[config.mk]
export PLATFORM = sky130hd
export DESIGN_NAME = latency_token_depth_controller
export DESIGN_NICKNAME = d
export VERILOG_FILES = /design/src/sv/ltdc_pkg.sv /design/src/sv/ltdc_grade.sv /design/src/sv/ltdc_rw_adj.sv /design/src/sv/latency_token_depth_controller.sv
export SDC_FILE = /design/constraint.sdc
export NUM_CORES = 1
export LEC_CHECK = 0
export BUFFER_PORTS_ARGS = -buffer_cell sky130_fd_sc_hd__buf_2
export CORE_UTILIZATION = 40
export DETAILED_ROUTE_END_ITERATION = 16
export GPL_TIMING_DRIVEN = 0
export PLACE_DENSITY = 0.67
export SLEW_MARGIN = 0
export SYNTH_ARGS = -nofsm -noshare
export SYNTH_HDL_FRONTEND = slang
export SYNTH_SLANG_ARGS = --single-unit
[constraint.sdc]
create_clock -name clk_i -period 10.27 [get_ports clk_i]
set_clock_uncertainty 0.2 [all_clocks]
set_input_delay 1.5405 -clock clk_i [delete_from_list [all_inputs] [get_ports clk_i]]
set_output_delay 1.5405 -clock clk_i [all_outputs]
set_load 0.01 [all_outputs]
[src/sv/ltdc_pkg.sv]
// ----------------------------------------------------------------------------
// ltdc_pkg
// Shared types and constants for the latency token depth controller.
// ----------------------------------------------------------------------------
package ltdc_pkg;

  localparam int unsigned LAT_W        = 40;
  localparam int unsigned CFG_IDX_W    = 1;
  localparam int unsigned READ_OUT_W   = 10;
  localparam int unsigned WRITE_OUT_W  = 8;
  localparam int unsigned OTHER_OUT_W  = 7;

  localparam logic [CFG_IDX_W-1:0] CFG_READ_TARGET  = 1'b0;
  localparam logic [CFG_IDX_W-1:0] CFG_WRITE_TARGET = 1'b1;

  localparam logic [LAT_W-1:0] READ_TARGET_RST  = 40'd2000000;
  localparam logic [LAT_W-1:0] WRITE_TARGET_RST = 40'd10000000;

  typedef enum logic [2:0] {
    GR_NONE,
    GR_GREAT,
    GR_GOOD,
    GR_BAD,
    GR_AWFUL
  } grade_e;

  function automatic logic is_good(grade_e g);
    return (g == GR_GREAT) || (g == GR_GOOD);
  endfunction

  function automatic logic is_bad(grade_e g);
    return (g == GR_BAD) || (g == GR_AWFUL);
  endfunction

  // Higher of two present grades, GREAT > GOOD > BAD > AWFUL.
  function automatic grade_e best_grade(grade_e a, grade_e b);
    grade_e r;
    if (a == GR_GREAT || b == GR_GREAT) r = GR_GREAT;
    else if (a == GR_GOOD || b == GR_GOOD) r = GR_GOOD;
    else if (a == GR_BAD || b == GR_BAD) r = GR_BAD;
    else r = GR_AWFUL;
    return r;
  endfunction

endpackage

[src/sv/ltdc_grade.sv]
// ----------------------------------------------------------------------------
// ltdc_grade
// Grades one mean latency against its target.
// ----------------------------------------------------------------------------
module ltdc_grade import ltdc_pkg::*; (
  input  logic             present_i,
  input  logic [LAT_W-1:0] latency_i,
  input  logic [LAT_W-1:0] target_i,
  output grade_e           grade_o
);

  logic [LAT_W:0]   twice;
  logic [LAT_W-1:0] half;

  assign twice = {target_i, 1'b0};
  assign half  = target_i >> 1;

  always_comb begin
    if (!present_i) begin
      grade_o = GR_NONE;
    end else if ({1'b0, latency_i} >= twice) begin
      grade_o = GR_AWFUL;
    end else if (latency_i > target_i) begin
      grade_o = GR_BAD;
    end else if (latency_i <= half) begin
      grade_o = GR_GREAT;
    end else begin
      grade_o = GR_GOOD;
    end
  end

endmodule

[src/sv/ltdc_rw_adj.sv]
// ----------------------------------------------------------------------------
// ltdc_rw_adj
// Next token depth of the read or sync write domain, clamped to 1..MAX_DEPTH.
// ----------------------------------------------------------------------------
module ltdc_rw_adj import ltdc_pkg::*; #(
  parameter int unsigned MAX_DEPTH = 512,
  localparam int unsigned DW       = $clog2(MAX_DEPTH + 3)
) (
  input  logic [DW-1:0] depth_i,
  input  grade_e        self_i,
  input  grade_e        peer_i,
  output logic [DW-1:0] depth_o
);

  logic [DW-1:0] step8;
  logic [DW-1:0] step4;
  logic [DW-1:0] raw;

  always_comb begin
    step8 = depth_i >> 3;
    if (step8 == '0) step8 = DW'(1);
    step4 = depth_i >> 2;
    if (step4 == '0) step4 = DW'(1);

    if (peer_i == GR_NONE) begin
      raw = depth_i + DW'(1);
    end else begin
      case (self_i)
        GR_GOOD:  raw = depth_i - step8;
        GR_GREAT: raw = depth_i - step4;
        GR_BAD:   raw = depth_i + DW'(1);
        default:  raw = depth_i + DW'(2);
      endcase
    end

    // hold on no samples or when both domains agree
    if (self_i == GR_NONE || (is_good(self_i) && is_good(peer_i)) ||
        (is_bad(self_i) && is_bad(peer_i))) begin
      depth_o = depth_i;
    end else if (raw == '0) begin
      depth_o = DW'(1);
    end else if (raw > DW'(MAX_DEPTH)) begin
      depth_o = DW'(MAX_DEPTH);
    end else begin
      depth_o = raw;
    end
  end

endmodule

[src/sv/latency_token_depth_controller.sv]
// Pipeline: an accepted beat is registered in the grade stage, then its result
// is loaded into the depth/result stage. Throughput: one beat per cycle unless
// an untaken result stalls the pipeline; the depth registers update as a result is loaded.
// Reset: targets return to 2 ms read and 10 ms write, depths to their maxima,
// both pipeline stages empty.
// ----------------------------------------------------------------------------
// latency_token_depth_controller
// Grades each statistics window and steers the three token depths.
// ----------------------------------------------------------------------------
module latency_token_depth_controller import ltdc_pkg::*; #(
  parameter int unsigned READ_MAX_DEPTH  = 512,
  parameter int unsigned WRITE_MAX_DEPTH = 128,
  parameter int unsigned OTHER_MAX_DEPTH = 64
) (
  input  logic                   clk_i,
  input  logic                   rst_ni,
  input  logic                   cfg_we_i,
  input  logic [CFG_IDX_W-1:0]   cfg_index_i,
  input  logic [LAT_W-1:0]       cfg_wdata_i,
  input  logic                   in_valid_i,
  output logic                   in_ready_o,
  input  logic [LAT_W-1:0]       read_mean_latency_i,
  input  logic                   read_has_samples_i,
  input  logic [LAT_W-1:0]       write_mean_latency_i,
  input  logic                   write_has_samples_i,
  input  logic                   other_has_samples_i,
  input  logic                   stats_active_i,
  output logic                   out_valid_o,
  input  logic                   out_ready_i,
  output logic [READ_OUT_W-1:0]  read_depth_out_o,
  output logic [WRITE_OUT_W-1:0] write_depth_out_o,
  output logic [OTHER_OUT_W-1:0] other_depth_out_o,
  output logic                   start_window_o
);

  localparam int unsigned RDW = $clog2(READ_MAX_DEPTH + 3);
  localparam int unsigned WDW = $clog2(WRITE_MAX_DEPTH + 3);
  localparam int unsigned ODW = $clog2(OTHER_MAX_DEPTH + 3);

  logic [LAT_W-1:0] read_target_q, write_target_q;

  always_ff @(posedge clk_i or negedge rst_ni) begin
    if (!rst_ni) begin
      read_target_q  <= READ_TARGET_RST;
      write_target_q <= WRITE_TARGET_RST;
    end else if (cfg_we_i) begin
      case (cfg_index_i)
        CFG_READ_TARGET:  read_target_q  <= cfg_wdata_i;
        CFG_WRITE_TARGET: write_target_q <= cfg_wdata_i;
        default: ;
      endcase
    end
  end

  // Grade stage
  grade_e rd_grade_d, wr_grade_d;
  grade_e rd_grade_q, wr_grade_q;
  logic   other_q, active_q, s1_valid_q;
  logic   s1_move, in_fire;

  ltdc_grade u_rd_grade (
    .present_i (read_has_samples_i),
    .latency_i (read_mean_latency_i),
    .target_i  (read_target_q),
    .grade_o   (rd_grade_d)
  );

  ltdc_grade u_wr_grade (
    .present_i (write_has_samples_i),
    .latency_i (write_mean_latency_i),
    .target_i  (write_target_q),
    .grade_o   (wr_grade_d)
  );

  assign s1_move    = s1_valid_q && (!out_valid_o || out_ready_i);
  assign in_ready_o = !s1_valid_q || s1_move;
  assign in_fire    = in_valid_i && in_ready_o;

  always_ff @(posedge clk_i or negedge rst_ni) begin
    if (!rst_ni) begin
      s1_valid_q <= 1'b0;
    end else if (in_ready_o) begin
      s1_valid_q <= in_valid_i;
    end
  end

  always_ff @(posedge clk_i) begin
    if (in_fire) begin
      rd_grade_q <= rd_grade_d;
      wr_grade_q <= wr_grade_d;
      other_q    <= other_has_samples_i;
      active_q   <= stats_active_i;
    end
  end

  // Depth stage
  logic [RDW-1:0] read_depth_q, read_depth_d;
  logic [WDW-1:0] write_depth_q, write_depth_d;
  logic [ODW-1:0] other_depth_q, other_depth_d, other_raw, other_step4;
  grade_e         other_grade;
  logic           start_d, start_q;

  ltdc_rw_adj #(.MAX_DEPTH(READ_MAX_DEPTH)) u_rd_adj (
    .depth_i (read_depth_q),
    .self_i  (rd_grade_q),
    .peer_i  (wr_grade_q),
    .depth_o (read_depth_d)
  );

  ltdc_rw_adj #(.MAX_DEPTH(WRITE_MAX_DEPTH)) u_wr_adj (
    .depth_i (write_depth_q),
    .self_i  (wr_grade_q),
    .peer_i  (rd_grade_q),
    .depth_o (write_depth_d)
  );

  always_comb begin
    if (rd_grade_q == GR_NONE) other_grade = wr_grade_q;
    else if (wr_grade_q == GR_NONE) other_grade = rd_grade_q;
    else other_grade = best_grade(rd_grade_q, wr_grade_q);

    other_step4 = other_depth_q >> 2;
    if (other_step4 == '0) other_step4 = ODW'(1);

    if (rd_grade_q == GR_NONE && wr_grade_q == GR_NONE) begin
      other_raw = other_depth_q + ODW'(2);
    end else if (other_q) begin
      case (other_grade)
        GR_GREAT: other_raw = other_depth_q + ODW'(2);
        GR_GOOD:  other_raw = other_depth_q + ODW'(1);
        GR_BAD:   other_raw = other_depth_q - other_step4;
        default:  other_raw = other_depth_q >> 1;
      endcase
    end else begin
      other_raw = other_depth_q;
    end

    if (other_raw == '0) other_depth_d = ODW'(1);
    else if (other_raw > ODW'(OTHER_MAX_DEPTH)) other_depth_d = ODW'(OTHER_MAX_DEPTH);
    else other_depth_d = other_raw;

    start_d = !active_q && (is_bad(rd_grade_q) || is_bad(wr_grade_q) ||
                            (other_depth_d < ODW'(OTHER_MAX_DEPTH)));
  end

  always_ff @(posedge clk_i or negedge rst_ni) begin
    if (!rst_ni) begin
      read_depth_q  <= RDW'(READ_MAX_DEPTH);
      write_depth_q <= WDW'(WRITE_MAX_DEPTH);
      other_depth_q <= ODW'(OTHER_MAX_DEPTH);
      out_valid_o   <= 1'b0;
    end else begin
      if (s1_move) begin
        read_depth_q  <= read_depth_d;
        write_depth_q <= write_depth_d;
        other_depth_q <= other_depth_d;
      end
      // drop the beat once taken, load the next one when it moves up
      if (s1_move) begin
        out_valid_o <= 1'b1;
      end else if (out_ready_i) begin
        out_valid_o <= 1'b0;
      end
    end
  end

  always_ff @(posedge clk_i) begin
    if (s1_move) begin
      start_q <= start_d;
    end
  end

  assign read_depth_out_o  = READ_OUT_W'(read_depth_q);
  assign write_depth_out_o = WRITE_OUT_W'(write_depth_q);
  assign other_depth_out_o = OTHER_OUT_W'(other_depth_q);
  assign start_window_o    = start_q;

endmodule
# Word level (Yosys, flattened, before mapping)
# Index checks and enable logic that the tools add are counted.
# totals
latch_bits,0
wordCells,123
in_bits,130
out_inout_bits,28
n_memories,0
ram_bits,0
ff_bits,116
mem_bits_ro,0
# classes
order_cmp,10
n_eq_ne,11
div,0
shifts,0
n_reduce_logical,41
mul,0
n_bitwise,5
n_addsub,11
muxes,31
# ops
cell,count
$ge 40x41->1,2
$gt 40x40->1,2
$le 40x39->1,2
$mux 7,5
$mux 8,4
$logic_not 10->1,3
$mux 10,3
$pmux 10 s3,1
$mux 3,9
$logic_not 8->1,3
$pmux 8 s3,1
$pmux 7 s3,1
$sub 10x10->10,2
$eq 3x2->1 const B,6
$sub 8x8->8,2
$logic_or 1x1->1,15
$logic_not 7->1,2
$add 10x1->10 const B,1
$add 10x2->10 const B,1
$gt 10x10->1 const B,1
$mux 5,2
$eq 3x1->1 const B,3
$add 8x1->8 const B,1
$add 8x2->8 const B,1
17 further kinds,36

# Longest topological paths before layout
# Gate-level depths: netlist of the first run.
# logic_depth
ltp_word,17
depth_mapped,16
ltp_nobuf,13

# Cells and area by module
# Synthesis of the first run repeated with hierarchy kept, for this count alone.
# unflattened
cells_unflattened,1437
hier_area_um2,12918.6
# by_module_without_submodules
mod,seq_area_each_um2,cells_each,area_per_inst_um2,instances
ltdc_grade,0.0,350,2750.1,2
latency_token_depth_controller,2970.3,409,5111.2,1
ltdc_rw_adj (u_rd_adj),0.0,186,1306.3,1
ltdc_rw_adj (u_wr_adj),0.0,142,1001.0,1

# Worst setup path before layout of the first run
# No wires, ideal clock.
# synth_path
path_kind,reg-to-reg
from,register wr_grade_q[1]
to,register write_depth_q[0] (netlist: write_depth_out_o[0])
path_buffers,3
setup_time_ps,104
stages_incl_launch_ff,17
arrival_ps,3662
synth_period_minus_slack_ps,3966
required_time_ps,9966
path_slack_ps,6304
path_cell_list,edfxtp_1 buf_2 buf_2 nor3b_1 clkbuf_1 a22oi_1 o21ai_0 ha_1 inv_1 fa_1 a21o_1 a211o_1 a311o_1 o21ai_0 a32oi_1 or3b_1 a221oi_1
# synth_between
elab_chain_len,7
elab_cells_between_ends,19
cone_classes,order compare (1); eq/ne (4); mux (4); bitwise (1); reduce/logical (9)
# synth_rtl
element,line,rtl
from (decl),latency_token_depth_controller.sv:57,"grade_e rd_grade_q, wr_grade_q;"
from (signal assigned),latency_token_depth_controller.sv:90,wr_grade_q <= wr_grade_d;
branches (longest 7 deep; another with $gt 8x8->1),--,
to (signal assigned),latency_token_depth_controller.sv:149,write_depth_q <= WDW'(WRITE_MAX_DEPTH);
to (signal assigned),latency_token_depth_controller.sv:155,write_depth_q <= write_depth_d;
to (decl),latency_token_depth_controller.sv:98,"logic [WDW-1:0] write_depth_q, write_depth_d;"
# Several ways; the timed one is not identified.
# A chain may end at the register's enable or synchronous reset.

# Final worst setup path of the first run
# layout_path
from,register rd_grade_q[2]
to,register read_depth_q[2] (netlist: read_depth_out_o[2])
# layout_between
elab_chain_len,7
elab_cells_between_ends,19
cone_classes,order compare (1); eq/ne (4); mux (4); bitwise (1); reduce/logical (9)
# layout_rtl
element,line,rtl
from (decl),latency_token_depth_controller.sv:57,
from (signal assigned),latency_token_depth_controller.sv:89,rd_grade_q <= rd_grade_d;
branches (longest 7 deep; another with $gt 10x10->1),--,
to (signal assigned),latency_token_depth_controller.sv:148,read_depth_q <= RDW'(READ_MAX_DEPTH);
to (signal assigned),latency_token_depth_controller.sv:154,read_depth_q <= read_depth_d;
to (decl),latency_token_depth_controller.sv:97,"logic [RDW-1:0] read_depth_q, read_depth_d;"
# Several ways; the timed one is not identified.

==> results of run 1 <==
==> power by group through the flow <==
stage	Sequential (mW)	Combinational [mW]	Clock (mW)
2_1_floorplan	0.669	1.09	0
3_3_place_gp	0.681	1.47	0
3_5_place_dp	0.683	1.50	0
4_1_cts	0.675	1.51	0.634
5_1_grt	0.690	1.72	0.652
6_report	0.677	1.53	0.626
==> synthesized netlist by cell type (7+ instances only) <==
| cell type | count |
|---|---|
| nand3_1 | 26 |
| dfrtp_1 | 89 |
| or2_2 | 13 |
| o21ai_0 | 122 |
| a221oi_1 | 9 |
| xor2_1 | 9 |
| o31ai_1 | 13 |
| a211oi_1 | 28 |
| and3_1 | 11 |
| ha_1 | 261 |
| o211ai_1 | 18 |
| a21o_1 | 41 |
| nor2b_1 | 15 |
| a21oi_1 | 79 |
| mux2i_1 | 16 |
| nor3_1 | 38 |
| edfxtp_1 | 9 |
| xnor2_1 | 14 |
| mux2_2 | 43 |
| o21bai_1 | 7 |
| or3_1 | 11 |
| o21a_1 | 16 |
| inv_1 | 111 |
| dfstp_2 | 18 |
| buf_2 | 10 |
| nand2b_1 | 10 |
| nand2_1 | 111 |
| clkbuf_1 | 32 |
| nor2_1 | 61 |
| a31oi_1 | 7 |
| nor4_1 | 8 |
| nand4_1 | 46 |
==> cell families (layout without fill, tap and decap cells) <==
| kind of cell | after synthesis | in the layout | synth area share (%) |
|---|---|---|---|
| xor gates and xnor gates | 23 | 23 | 1.61 |
| buffers and inverters | 159 | 349 | 4.97 |
| adders and majority gates | 267 | 267 | 26.9 |
| DFF | 116 | 116 | 23.8 |
| muxes | 59 | 59 | 5.16 |
| other | 0 | 12 | 0 |
| AOI/OAI and AO/OA | 416 | 416 | 21.9 |
| and+or+nand+nor | 383 | 383 | 15.7 |
==> per-stage QoR <==
| stage | utilization, % | hold WS [ns] |
|---|---|---|
| after floorplan | - | 0.257 |
| after global placement | 44.9 | 0.284 |
| after detailed placement | 45.0 | 0.295 |
| after CTS | 47.0 | 0.309 |
| after global routing | 47.0 | 0.317 |
| final | 47.1 | 0.306 |
==> state kept, by name, summed over array words and instances (netlist names) <==
name,flops
out_valid_o,1
other_q,1
start_window_o,1
read_depth_out_o,10
write_target_q,40
read_target_q,40
wr_grade_q,3
other_depth_out_o,7
s1_valid_q,1
rd_grade_q,3
write_depth_out_o,8
active_q,1
==> layout make-up <==
type                       count  area, um^2  area share (%)
multi-input combinational   1148        8900            61.6
sequential                   116        2970            20.6
timing repair buffer         158         816            5.65
tap                          396         495            3.43
clock buffer                  18         450            3.12
inverter                     111         417            2.88
buffer                        48         204            1.41
clock inverter                14         165            1.14
antenna                       12        30.0           0.208
==> critical path, cell delays in order (launching register included) <==
cell	delay [ns]
edfxtp_1	0.37
buf_2	0.19
buf_1	0.28
nor3b_2	0.70
a22oi_1	0.19
nand2_1	0.14
ha_1	0.22
inv_1	0.07
fa_1	0.42
a21o_1	0.23
a41o_1	0.24
or3_1	0.33
a31o_2	0.27
nor4_2	0.31
nand4_2	0.23
a221oi_1	0.31
==> routing by layer <==
layer	global-route usage, %	vias up
li1	-	5735
met1	28.8	5514
met2	39.9	352
met3	5.17	55
met4	6.64	10
met5	0	-
==> worst max-delay path by stage <==
| stage | to | slack [ns] | cells after the start |
|---|---|---|---|
| final | read_depth_out_o[2] | 5.45 | 15 |
| after detailed placement | read_depth_out_o[2] | 5.53 | 15 |
| after CTS | read_depth_out_o[2] | 5.53 | 15 |
| after global placement | read_depth_out_o[2] | 5.54 | 15 |
| after floorplan | write_depth_out_o[0] | 6.30 | 16 |
| after global routing | read_depth_out_o[2] | 5.21 | 15 |
==> results.md, run 1 <==
- The run finished with clean final reports.
- The switching part of the total power is a little over two fifths.
- The routed design uses ~2.5 mm of met3 wire.
- For flop-to-flop paths, the worst setup slack is ~5.4 ns.
- The count of antenna-violating nets left after detailed routing is 0.
- The number of global-route vias before repair came to 11400.
- The number of pins exceeding their max-slew limit in the final report was 0.
- The count of flip-flops with a built-in enable after synthesis is 9.
- At the worst endpoint, the arrival time is just under 5 ns.
- The sequential power share is between 20% and 30%.
- In the post-route analysis, the smallest setup slack over all paths is approximately 5.4 ns.
- The final net count is approximately 2000.
- The min-delay analysis places its worst path in the category flip-flop to flip-flop.
- Data on the critical path is required at its endpoint by 10.40 ns.
- The number of violations of the max-capacitance limit is 0.
- The worst hold path endpoint is write_target_q[35].
- At the end of routability-driven placement, the weighted congestion stood at ~0.96.
- The post-synthesis net count is about 1800.
- The worst slew slack as a fraction of its limit is ~34%.
- In the routed design, unresolved DRC markers number 0.
- In this run the worst path has a maximum fanout of 10.
- The routed design could run at a clock period as short as between 4 and 5 ns.
- The depth of the most critical reg-to-reg path is 15.
- The biggest area contributor in the post-synthesis netlist is ha_1.
- The width of the chip is between 150 and 200 um.
- The completed layout was analyzed and its total power is between 2 and 3 mW.
- The die covers roughly 0.032 mm^2.
- In this run the power density over the cells is ~200 mW/mm^2.
- The minimum setup slack after placement is between 5 and 6 ns.
- 158 I/O pins were placed.
- The number of DRC markers in iteration 0 is roughly 910.
- The library cells used most frequently in the layout, excluding fill and tap cells, are ha_1, buf_2, o21ai_0.
- The initial antenna violation count is 16.
- From bottom edge to top edge, the die measures between 150 and 200 um.
- The clock network latency to the later pin of the worst-skew pair is 0.43 ns.
- The slew at the pin closest to its max-slew limit is between 0.9 and 1 ns.
- The H-tree was split into 4 levels.
- The cell depth of the worst min-delay path is 1.
- In the routed layout, each cell is associated on average with a via count of ~5.8.
- Once detailed placement completed, the half-perimeter wirelength came to around 30 mm.
- The switching power of the nets is roughly 1.2 mW.
- The wire length on met1 is 15.5 mm.
- Setup violations remaining at the end of the flow were counted as 0.
- The floorplan row count is between 60 and 70.
- Cells with a size suffix above 1 make up 18.2% of the layout.
- For this design, the sink count on the clock tree is ~120.
- For this run, the leading register cell type out of synthesis is dfrtp_1.
- In the synthesized netlist the async set-or-reset flop fraction comes to a little over 90%.
- The number of iterations in the first detailed-routing pass is 5.
- Setup repair after global routing left no endpoint under its margin.
- The startpoint identified for the worst hold timing path is write_target_q[35].
- The setup path with the least slack is of type flip-flop to flip-flop.
- Leaving out filler cells and counting taps, the final layout contains between 2000 and 2500.
- Clock-pin slew was measured on the worst setup and hold paths at about 0.060 ns.
- The final non-filler cell area is about 0.014 mm^2.
- After routing, the total negative slack on setup checks comes to 0 ns.
- The TritonCTS clock tree is done.
- The core region is between 0.03 and 0.04 mm^2.
- The worst setup path startpoint is rd_grade_q[2].
- The number of failing hold endpoints at the final stage came to 0.
- Sequential cells were found to cover 23.8% of the synthesized design area.
- The number of CTS-inserted buffers is 17.
- The startpoint of the lowest-slack register-to-register path is rd_grade_q[2].
- Static timing analysis puts the maximum clock frequency at between 200 and 250 MHz.
- Summed over its instances, the top area cell type makes up about a quarter of the synthesized netlist area.
- Post-CTS repair changed the size of 0 cells.
- The number of hold buffers added after CTS is 0.
- The final critical-path share of the clock period is between 40 and 50%.
- The library cell used most frequently in the layout, excluding fill and tap cells, is ha_1.
- The initial core utilization is 40.7%.
- Cell internal power was estimated by the tool at 1.60 mW.
- The post-synthesis instance area is approximately 0.012 mm^2.
- The portion of total power attributed to the clock network is between 20% and 30%.
- The relative area change from synthesis to final layout is 15.7%.
- The overall fraction of global-route tracks in use is approximately 23%.
- VDD sags by at most 133 uV.
- The placed instance area is between 0.01 and 0.015 mm^2.
- The largest net degree at the start of global routing is between 60 and 70.
- The first global-routing pass estimated between 50 and 60 mm of wire.
- The post-synthesis cell type count is 86.
- By area the synthesized netlist is led by ha_1, dfrtp_1, o21ai_0.
- The total of warnings raised by yosys is 0.
- The type of destination of the critical path is a flip-flop.
- Counting flops and latches in the post-synthesis netlist gives 116.
- The mean instance size in the synthesized netlist is 8.78 um^2.
- The buffer levels on the longest clock path is 2.
- In this run the critical register-to-register path is captured at read_depth_out_o[2].
- Counting the fill cells in the layout gives around 3000.
- The type of origin of the critical path is a flip-flop.
- Combinational logic burns ~54% of the power.
- The detailed router used layers up to and including met5.
- The count of buffers added by post-CTS timing repair for setup is 0.
- The final routed wire length divided by cell count is about 18 um.
- The total instance count after detailed placement is just under 2000.
- The instance count of the mapped netlist is ~1400.
- The met2 wire length is 17.5 mm.
- Summed over all layers, the routed wires come to about 36 mm.
- In this run the static leakage power is ~6.8 nW.
- Clock tree synthesis selected as its root buffer the cell clkbuf_16.
- Input and output buffers added on the ports amount to roughly 160.
- The vias after detailed routing is 11700.
- Global routing finished with a remaining overflow of 0.
(Power assumes the default switching activity.)
==> run 2: changes to the inputs <==
==> constraint.sdc (replaced) <==
create_clock -name clk_i -period 4.8 [get_ports clk_i]
set_clock_uncertainty 0.2 [all_clocks]
set_input_delay 0.72 -clock clk_i [delete_from_list [all_inputs] [get_ports clk_i]]
set_output_delay 0.72 -clock clk_i [all_outputs]
set_load 0.01 [all_outputs]
==> run 2 against run 1 <==
  * Fmax rose by 6.5%
  * Clock power grew 110%
  * Core utilization increased by 0.078 points
  * Wire length is essentially flat
  * Register-to-register slack lost 5.2 ns
  * Worst setup slack worse by 5.2 ns
  * Critical path type unchanged
  * Critical endpoint is now write_depth_out_o[0]
  * Largest power group unchanged
==> results.md, run 2 (synthesis gave the netlist of run 1 again) <==
- The arrival time at the worst endpoint is 4.64 ns (was 4.95 ns).
- The total instance count after detailed placement is 1977 (unchanged).
- The number of H-tree branching levels is 4 (unchanged).
- The post-route DRC violation count was 0 (unchanged).
- The overall fraction of global-route tracks in use came to 23.2% (unchanged).
- Run status: finished clean (unchanged).
- The TritonCTS clock tree is done (unchanged).
- The number of primary I/O pins is 158 (unchanged).
- The logic gate share of total power came to 54.0% (about the same).
- The switching part of the total power is 43.3% (was 43.4%).
- The relative area change from synthesis to final layout is 15.9% (was 15.7%).
- The total clock sinks is 116 (unchanged).
- The number of hold buffers added after CTS is 0 (unchanged).
- The total negative slack is 0 ns (unchanged).
- The sequential power share is 23.9% (about the same).
- The routed wire length was 36.1 mm (about the same).
- The number of DRC markers in iteration 0 is 826 (was 905).
- The last weighted congestion value of the routability-driven placer was 0.963 (unchanged).
- The final net count was 1997 (was 1994).
- The initial core utilization is 40.7% (unchanged).
- The worst ir drop on vdd is 285 uV (was 133 uV).
- The count of antenna-violating nets left after detailed routing is 0 (unchanged).
- The type of destination of the critical path is a flip-flop (unchanged).
- The required time of the critical path is 4.91 ns (was 10.40 ns).
- The worst slew slack as a fraction of its limit is 34.6% (was 34.0%).
- The root buffer cell is clkbuf_16 (unchanged).
- The sum of net half-perimeters after detailed placement is 29.8 mm (unchanged).
- The vias after detailed routing is 11700 (about the same).
- The path category of the worst min-delay check is input pin to async pin (was flip-flop to flip-flop).
- The number of iterations in the first detailed-routing pass was 8 (was 5).
- The type of origin of the critical path was a flip-flop (unchanged).
- The floorplan row count was 64 (unchanged).
- The number of pins exceeding their max-slew limit in the final report is 0 (unchanged).
- The initial antenna violation count is 16 (unchanged).
- RSZ-0062 raised after global routing: false (unchanged).
- The count of placed standard cells in the final layout, fillers left out is 2022 (was 2021).
- The path type of the worst setup path is flip-flop to flip-flop (unchanged).
- The largest net degree at the start of global routing is 66 (unchanged).
- The overall die height is 179 um (unchanged).
- The total power divided by cell area is 419 mW/mm^2 (was 196 mW/mm^2).
- The floorplan core area is 0.0307 mm^2 (unchanged).
- The share of final-layout standard cells stronger than drive strength 1 came to 18.3% (was 18.2%).
- The wire length of the first global-routing pass is 58.2 mm (unchanged).
- The number of failing hold endpoints at the final stage came to 0 (unchanged).
- The number of CTS-inserted buffers came to 17 (unchanged).
- The top achievable clock speed is 221 MHz (was 207 MHz).
- The setup-violating endpoint count in the final report is 0 (unchanged).
- The number of violations of the max-capacitance limit is 0 (unchanged).
- The most frequent standard cell in the layout excluding fill and tap cells was ha_1 (unchanged).
- The final critical-path share of the clock period is 94.3% (was 46.9%).
- The average via count per standard cell came to 5.78 (was 5.77).
- The buffer levels on the longest clock path is 2 (unchanged).
- The slew at the pin closest to its max-slew limit was 0.973 ns (was 0.982 ns).
- The number of port buffers is 157 (unchanged).
- The portion of total power attributed to the clock network is 22.1% (about the same).
- The time the final worst path needs with I/O delays and setup is 4.53 ns (was 4.82 ns).
- The switching power of the nets came to 2.63 mW (was 1.23 mW).
- The clock transition time at the flip-flop clock pins of the worst setup and hold paths is 0.06 ns (about the same).
- The highest net fanout along the worst path is 10 (unchanged).
- The width of the chip is 179 um (unchanged).
- The area of the die was 0.0319 mm^2 (unchanged).
- The number of global-route vias before repair came to 11400 (unchanged).
- The clock network latency to the later pin of the worst-skew pair is 0.43 ns (about the same).
- The static power due to leakage is 6.84 nW (was 6.83 nW).
- Commonest cells after routing, fill and taps aside: ha_1, buf_2, o21ai_0 (unchanged).
- The internal power came to 3.43 mW (was 1.60 mW).
- The final routed wire length divided by cell count came to 17.9 um (about the same).
- The total grt overflow was 0 (unchanged).
## run 2: layout make-up
class	count	area (um^2)
Inverter	111	417
Buffer	48	204
Tap cell	396	495
Sequential cell	116	2970
Timing Repair Buffer	161	838
Clock inverter	14	165
Multi-Input combinational cell	1148	8910
Clock buffer	18	450
Antenna cell	10	25.0
Fill cell	3011	16200
## run 2: worst paths after layout
| kind | end | start | slack, ns | cells past startpoint |
|---|---|---|---|---|
| max | write_depth_out_o[0] | wr_grade_q[0] | 0.27 | 16 |
| min | out_valid_o | rst_ni | 0.11 | 1 |
| max in group asynchronous | read_target_q[7] | rst_ni | 3.50 | 2 |
| min reg2reg | write_target_q[28] | write_target_q[28] | 0.31 | 1 |
| min in group clk_i | other_q | other_has_samples_i | 0.28 | 1 |
| max reg2reg | write_depth_out_o[0] | wr_grade_q[0] | 0.27 | 16 |
## run 2: what timing repair did
action / CTS / global route
setup buffers: 0 / 3
gates resized for setup: 0 / 1
endpoints found under the setup margin: 0 / 6
## run 2: power groups by stage
stage | registers (mW) | clock network, mW | logic, mW
after floorplan | 1.43 | 0 | 2.32
after global placement | 1.46 | 0 | 3.14
after detailed placement | 1.46 | 0 | 3.20
after CTS | 1.44 | 1.36 | 3.23
after global routing | 1.48 | 1.40 | 3.68
final | 1.45 | 1.34 | 3.27
## run 2: per-stage QoR
step	setup WS [ns]	utilization [%]	hold slack [ns]	total power, mW	cell area [um^2]
finish	0.274	47.2	0.108	6.06	14500
global route	0.0115	47.1	0.153	6.55	14500
CTS	0.0553	47.0	0.128	6.03	14400
detailed placement	0.0588	45.0	0.295	4.67	13800
global placement	0.0734	44.9	0.284	4.60	13800
floorplan	0.834	-	0.224	3.75	12500
## run 2: worst max-delay path, stage by stage (launching register included)
cell and delay, ns:
edfxtp_1 0.32, buf_2 0.20, buf_2 0.25, nor3b_1 0.27, clkbuf_1 0.47, a22oi_1 0.16, o21ai_0 0.10, ha_1 0.20
inv_1 0.05, fa_1 0.41, a21o_1 0.21, a211o_1 0.29, a311o_1 0.38, o21ai_0 0.09, a32oi_1 0.14, or3b_1 0.43
a221oi_1 0.26
## run 2: layer usage
layer / track usage (%) / up-vias / wire length (um) / part of all wire (%)
li1: - / 5736 / - / -
met1: 28.8 / 5539 / 15500 / 43
met2: 39.9 / 342 / 17500 / 48
met3: 5.17 / 57 / 2350 / 6.5
met4: 6.64 / 12 / 659 / 1.8
met5: 0 / - / 79 / 0.22
==> run 3: changes to the inputs <==
--- a/config.mk
+++ b/config.mk
@@ -9,7 +9,7 @@
 export CORE_UTILIZATION = 40
 export DETAILED_ROUTE_END_ITERATION = 16
 export GPL_TIMING_DRIVEN = 0
-export PLACE_DENSITY = 0.67
+export PLACE_DENSITY = 0.57
 export SLEW_MARGIN = 0
 export SYNTH_ARGS = -nofsm -noshare
 export SYNTH_HDL_FRONTEND = slang
==> run 3 against run 2 <==
  * Die area is the same
  * Clock power is 4% lower
  * Critical path depth fell by 1
  * First-iteration DRC count down 13%
  * Sequential power is essentially flat
  * Wire length grew 1.9%
  * Flip-flop and latch count stayed put
  * Worst setup slack improved by 0.079 ns
  * Sequential share of layout area is essentially flat
  * Global-route usage rose by 0.39 points
==> results.md, run 3 (synthesis gave the netlist of run 1 again) <==
- The final non-filler cell area was 0.0145 mm^2 (about the same).
- The initial core utilization is 40.7% (unchanged).
- The number of pins exceeding their max-slew limit in the final report is 0 (unchanged).
- The time the final worst path needs with I/O delays and setup is 4.45 ns (was 4.53 ns).
- The depth of the most critical reg-to-reg path is 15 (was 16).
- The largest net degree at the start of global routing is 95 (was 66).
- The root buffer cell is clkbuf_16 (unchanged).
- The post-route DRC violation count was 0 (unchanged).
- The cell type of the slowest stage on the worst timing path is fa_1 (was clkbuf_1).
- The startpoint of the lowest-slack register-to-register path is rd_grade_q[2] (was wr_grade_q[0]).
- The area of the die was 0.0319 mm^2 (unchanged).
- The count of antenna-violating nets left after detailed routing was 0 (unchanged).
- The width of the chip is 179 um (unchanged).
- The overall fraction of global-route tracks in use is 23.6% (was 23.2%).
- The type of destination of the critical path is a flip-flop (unchanged).
- The number of violations of the max-capacitance limit came to 0 (unchanged).
- For hold timing, the worst endpoint is active_q.
- The floorplan core area is 0.0307 mm^2 (unchanged).
- The setup-violating endpoint count in the final report is 0 (unchanged).
- The top achievable clock speed came to 225 MHz (was 221 MHz).
- The path type of the worst setup path is flip-flop to flip-flop (unchanged).
- The floorplan row count came to 64 (unchanged).
- The slew at the pin closest to its max-slew limit is 0.967 ns (was 0.973 ns).
- The required time of the critical path is 4.92 ns (was 4.91 ns).
- The worst reg-to-reg setup slack is 0.35 ns (was 0.27 ns).
- Run status: finished clean (unchanged).
- Cell-by-cell trace of the critical path: buf_2 -> buf_1 -> nor3b_4 -> a22oi_1 -> nand2_1 -> ha_1 -> inv_1 -> fa_1 -> a21o_1 -> a41o_1 -> or3_1 -> a31o_2 -> nor4_2 -> nand4_2 -> a221oi_1 (was buf_2 -> buf_2 -> nor3b_1 -> clkbuf_1 -> a22oi_1 -> o21ai_0 -> ha_1 -> inv_1 -> fa_1 -> a21o_1 -> a211o_1 -> a311o_1 -> o21ai_0 -> a32oi_1 -> or3b_1 -> a221oi_1).
- The worst ir drop on vdd came to 213 uV (was 285 uV).
- The share of final-layout standard cells stronger than drive strength 1 is 18.3% (about the same).
- The routed wire length is 36.8 mm (was 36.1 mm).
- The most frequent standard cell in the layout excluding fill and tap cells is ha_1 (unchanged).
- The vias after detailed routing came to 11600 (was 11700).
- The TritonCTS clock tree is done (unchanged).
- The buffer levels on the longest clock path is 2 (unchanged).
- The wire length of the first global-routing pass is 58.7 mm (was 58.2 mm).
- The reg-to-reg endpoint is read_depth_out_o[2] (was write_depth_out_o[0]).
- The overall die height came to 179 um (unchanged).
- The final standard cell utilization of the core is 47.2% (about the same).
- The initial antenna violation count is 15 (was 16).
- The final net count is 1998 (was 1997).
- The total clock sinks was 116 (unchanged).
- The final critical-path share of the clock period is 92.6% (was 94.3%).
- The start point of the worst min-delay path is stats_active_i.
- The number of buffer and inverter stages on the critical path is 3 (was 4).
- The arrival time at the worst endpoint is 4.56 ns (was 4.64 ns).
- The relative area change from synthesis to final layout is 15.8% (was 15.9%).
- The path category of the worst min-delay check is input pin to flip-flop (was input pin to async pin).
- The placed instance area came to 0.0138 mm^2 (about the same).
- The total negative slack is 0 ns (unchanged).
- The highest net fanout along the worst path is 10 (unchanged).
- The largest delay contributor family on the critical path is simple AND/OR/NAND/NOR gates (was compound AO/OA/AOI/OAI gates).
- The power after layout came to 5.99 mW (was 6.06 mW).
- Commonest cells after routing, fill and taps aside: ha_1, buf_2, o21ai_0 (unchanged).
- The number of port buffers was 157 (unchanged).
- The delay contributed by the slowest stage of the critical path came to 0.42 ns (was 0.47 ns).
- The number of CTS-inserted buffers was 17 (unchanged).
- RSZ-0062 raised after global routing: false (unchanged).
- The final routed wire length divided by cell count is 18.2 um (was 17.9 um).
- The clock network latency to the later pin of the worst-skew pair is 0.43 ns (about the same).
- The worst slew slack as a fraction of its limit is 35.0% (was 34.6%).
- The number of failing hold endpoints at the final stage is 0 (unchanged).
- The total power divided by cell area is 414 mW/mm^2 (was 419 mW/mm^2).
- The number of primary I/O pins is 158 (unchanged).
- The number of global-route vias before repair is 11400 (about the same).
- The final hold slack is 0.275 ns (was 0.108 ns).
- The number of H-tree branching levels is 4 (unchanged).
- The number of DRC markers in iteration 0 is 719 (was 826).
- The last weighted congestion value of the routability-driven placer was 0.950 (was 0.963).
- Counting instances, the worst hold path has a depth of 1.
- The clock transition time at the flip-flop clock pins of the worst setup and hold paths is 0.06 ns (about the same).
- The average via count per standard cell is 5.73 (was 5.78).
- The number of iterations in the first detailed-routing pass was 5 (was 8).
- The type of origin of the critical path is a flip-flop (unchanged).
- The static power due to leakage is 6.84 nW (about the same).
- The sum of net half-perimeters after detailed placement was 30.4 mm (was 29.8 mm).
- The total grt overflow is 0 (unchanged).
-- run 3: changes by cell type in the layout (fill, tap and decap cells not counted), sizes merged --
cell / change
clkinv: -1
inv: -2
clkbuf: +3
dlygate4sd3: +1
bufinv: -1
clkinvlp: +1
diode: +1
-- run 3: layout make-up --
cell class	count	area (um^2)
clock inverters	11	113
fillers	3065	16200
multi-input cells	1148	8910
inverters	111	417
well taps	396	495
diodes	11	27.5
repair buffers	162	852
clock buffers	21	482
flip-flops and latches	116	2970
plain buffers	48	205
-- run 3: worst reg2reg max path: stages (launching register included) --
cell and delay (ns):
edfxtp_1 0.40, buf_2 0.21, buf_1 0.32, nor3b_4 0.37, a22oi_1 0.13, nand2_1 0.10
ha_1 0.22, inv_1 0.07, fa_1 0.42, a21o_1 0.22, a41o_1 0.24, or3_1 0.32
a31o_2 0.27, nor4_2 0.32, nand4_2 0.23, a221oi_1 0.31
-- run 3: where the power goes --
group	internal, mW	leakage, nW	total (mW)	switching (mW)
clock network	0.779	0.287	1.28	0.498
registers	1.21	1.36	1.44	0.233
logic	1.41	5.19	3.27	1.86
total	3.40	6.84	5.99	2.59
-- run 3: layer usage --
layer | part of all wire [%] | vias up | track usage, %
met5 | 0.18 | - | 0
met4 | 2.3 | 12 | 6.81
met3 | 5.5 | 70 | 5.62
met2 | 49 | 309 | 41.0
met1 | 43 | 5477 | 28.7
li1 | - | 5737 | -
-- run 3: per-stage QoR --
| stage | worst slack [ns] | instances |
|---|---|---|
| after floorplan | 0.834 | 1423 |
| after global placement | 0.0142 | 1976 |
| after detailed placement | -0.00542 | 1977 |
| after CTS | 0.161 | 2010 |
| after global routing | 0.0827 | 2018 |
| final | 0.353 | 2024 |
-- run 3: how the worst max path moves through the flow --
| stage | cells after the start | start | end | slack, ns |
|---|---|---|---|---|
| floorplan | 16 | wr_grade_q[1] | write_depth_out_o[0] | 0.83 |
| global placement | 15 | rd_grade_q[2] | read_depth_out_o[2] | 0.01 |
| detailed placement | 15 | rd_grade_q[2] | read_depth_out_o[2] | -0.005 |
| CTS | 15 | rd_grade_q[2] | read_depth_out_o[2] | 0.16 |
| global route | 16 | wr_grade_q[0] | write_depth_out_o[0] | 0.08 |
| finish | 15 | rd_grade_q[2] | read_depth_out_o[2] | 0.35 |
-- run 3: repair_timing --
action                                 in CTS  in global routing
pin swaps                                   0                  1
hold buffers                                1                  0
gates resized for setup                     1                  2
endpoints found under the hold margin      11                  0
setup endpoints to repair                   1                  5
setup buffers                               0                  3
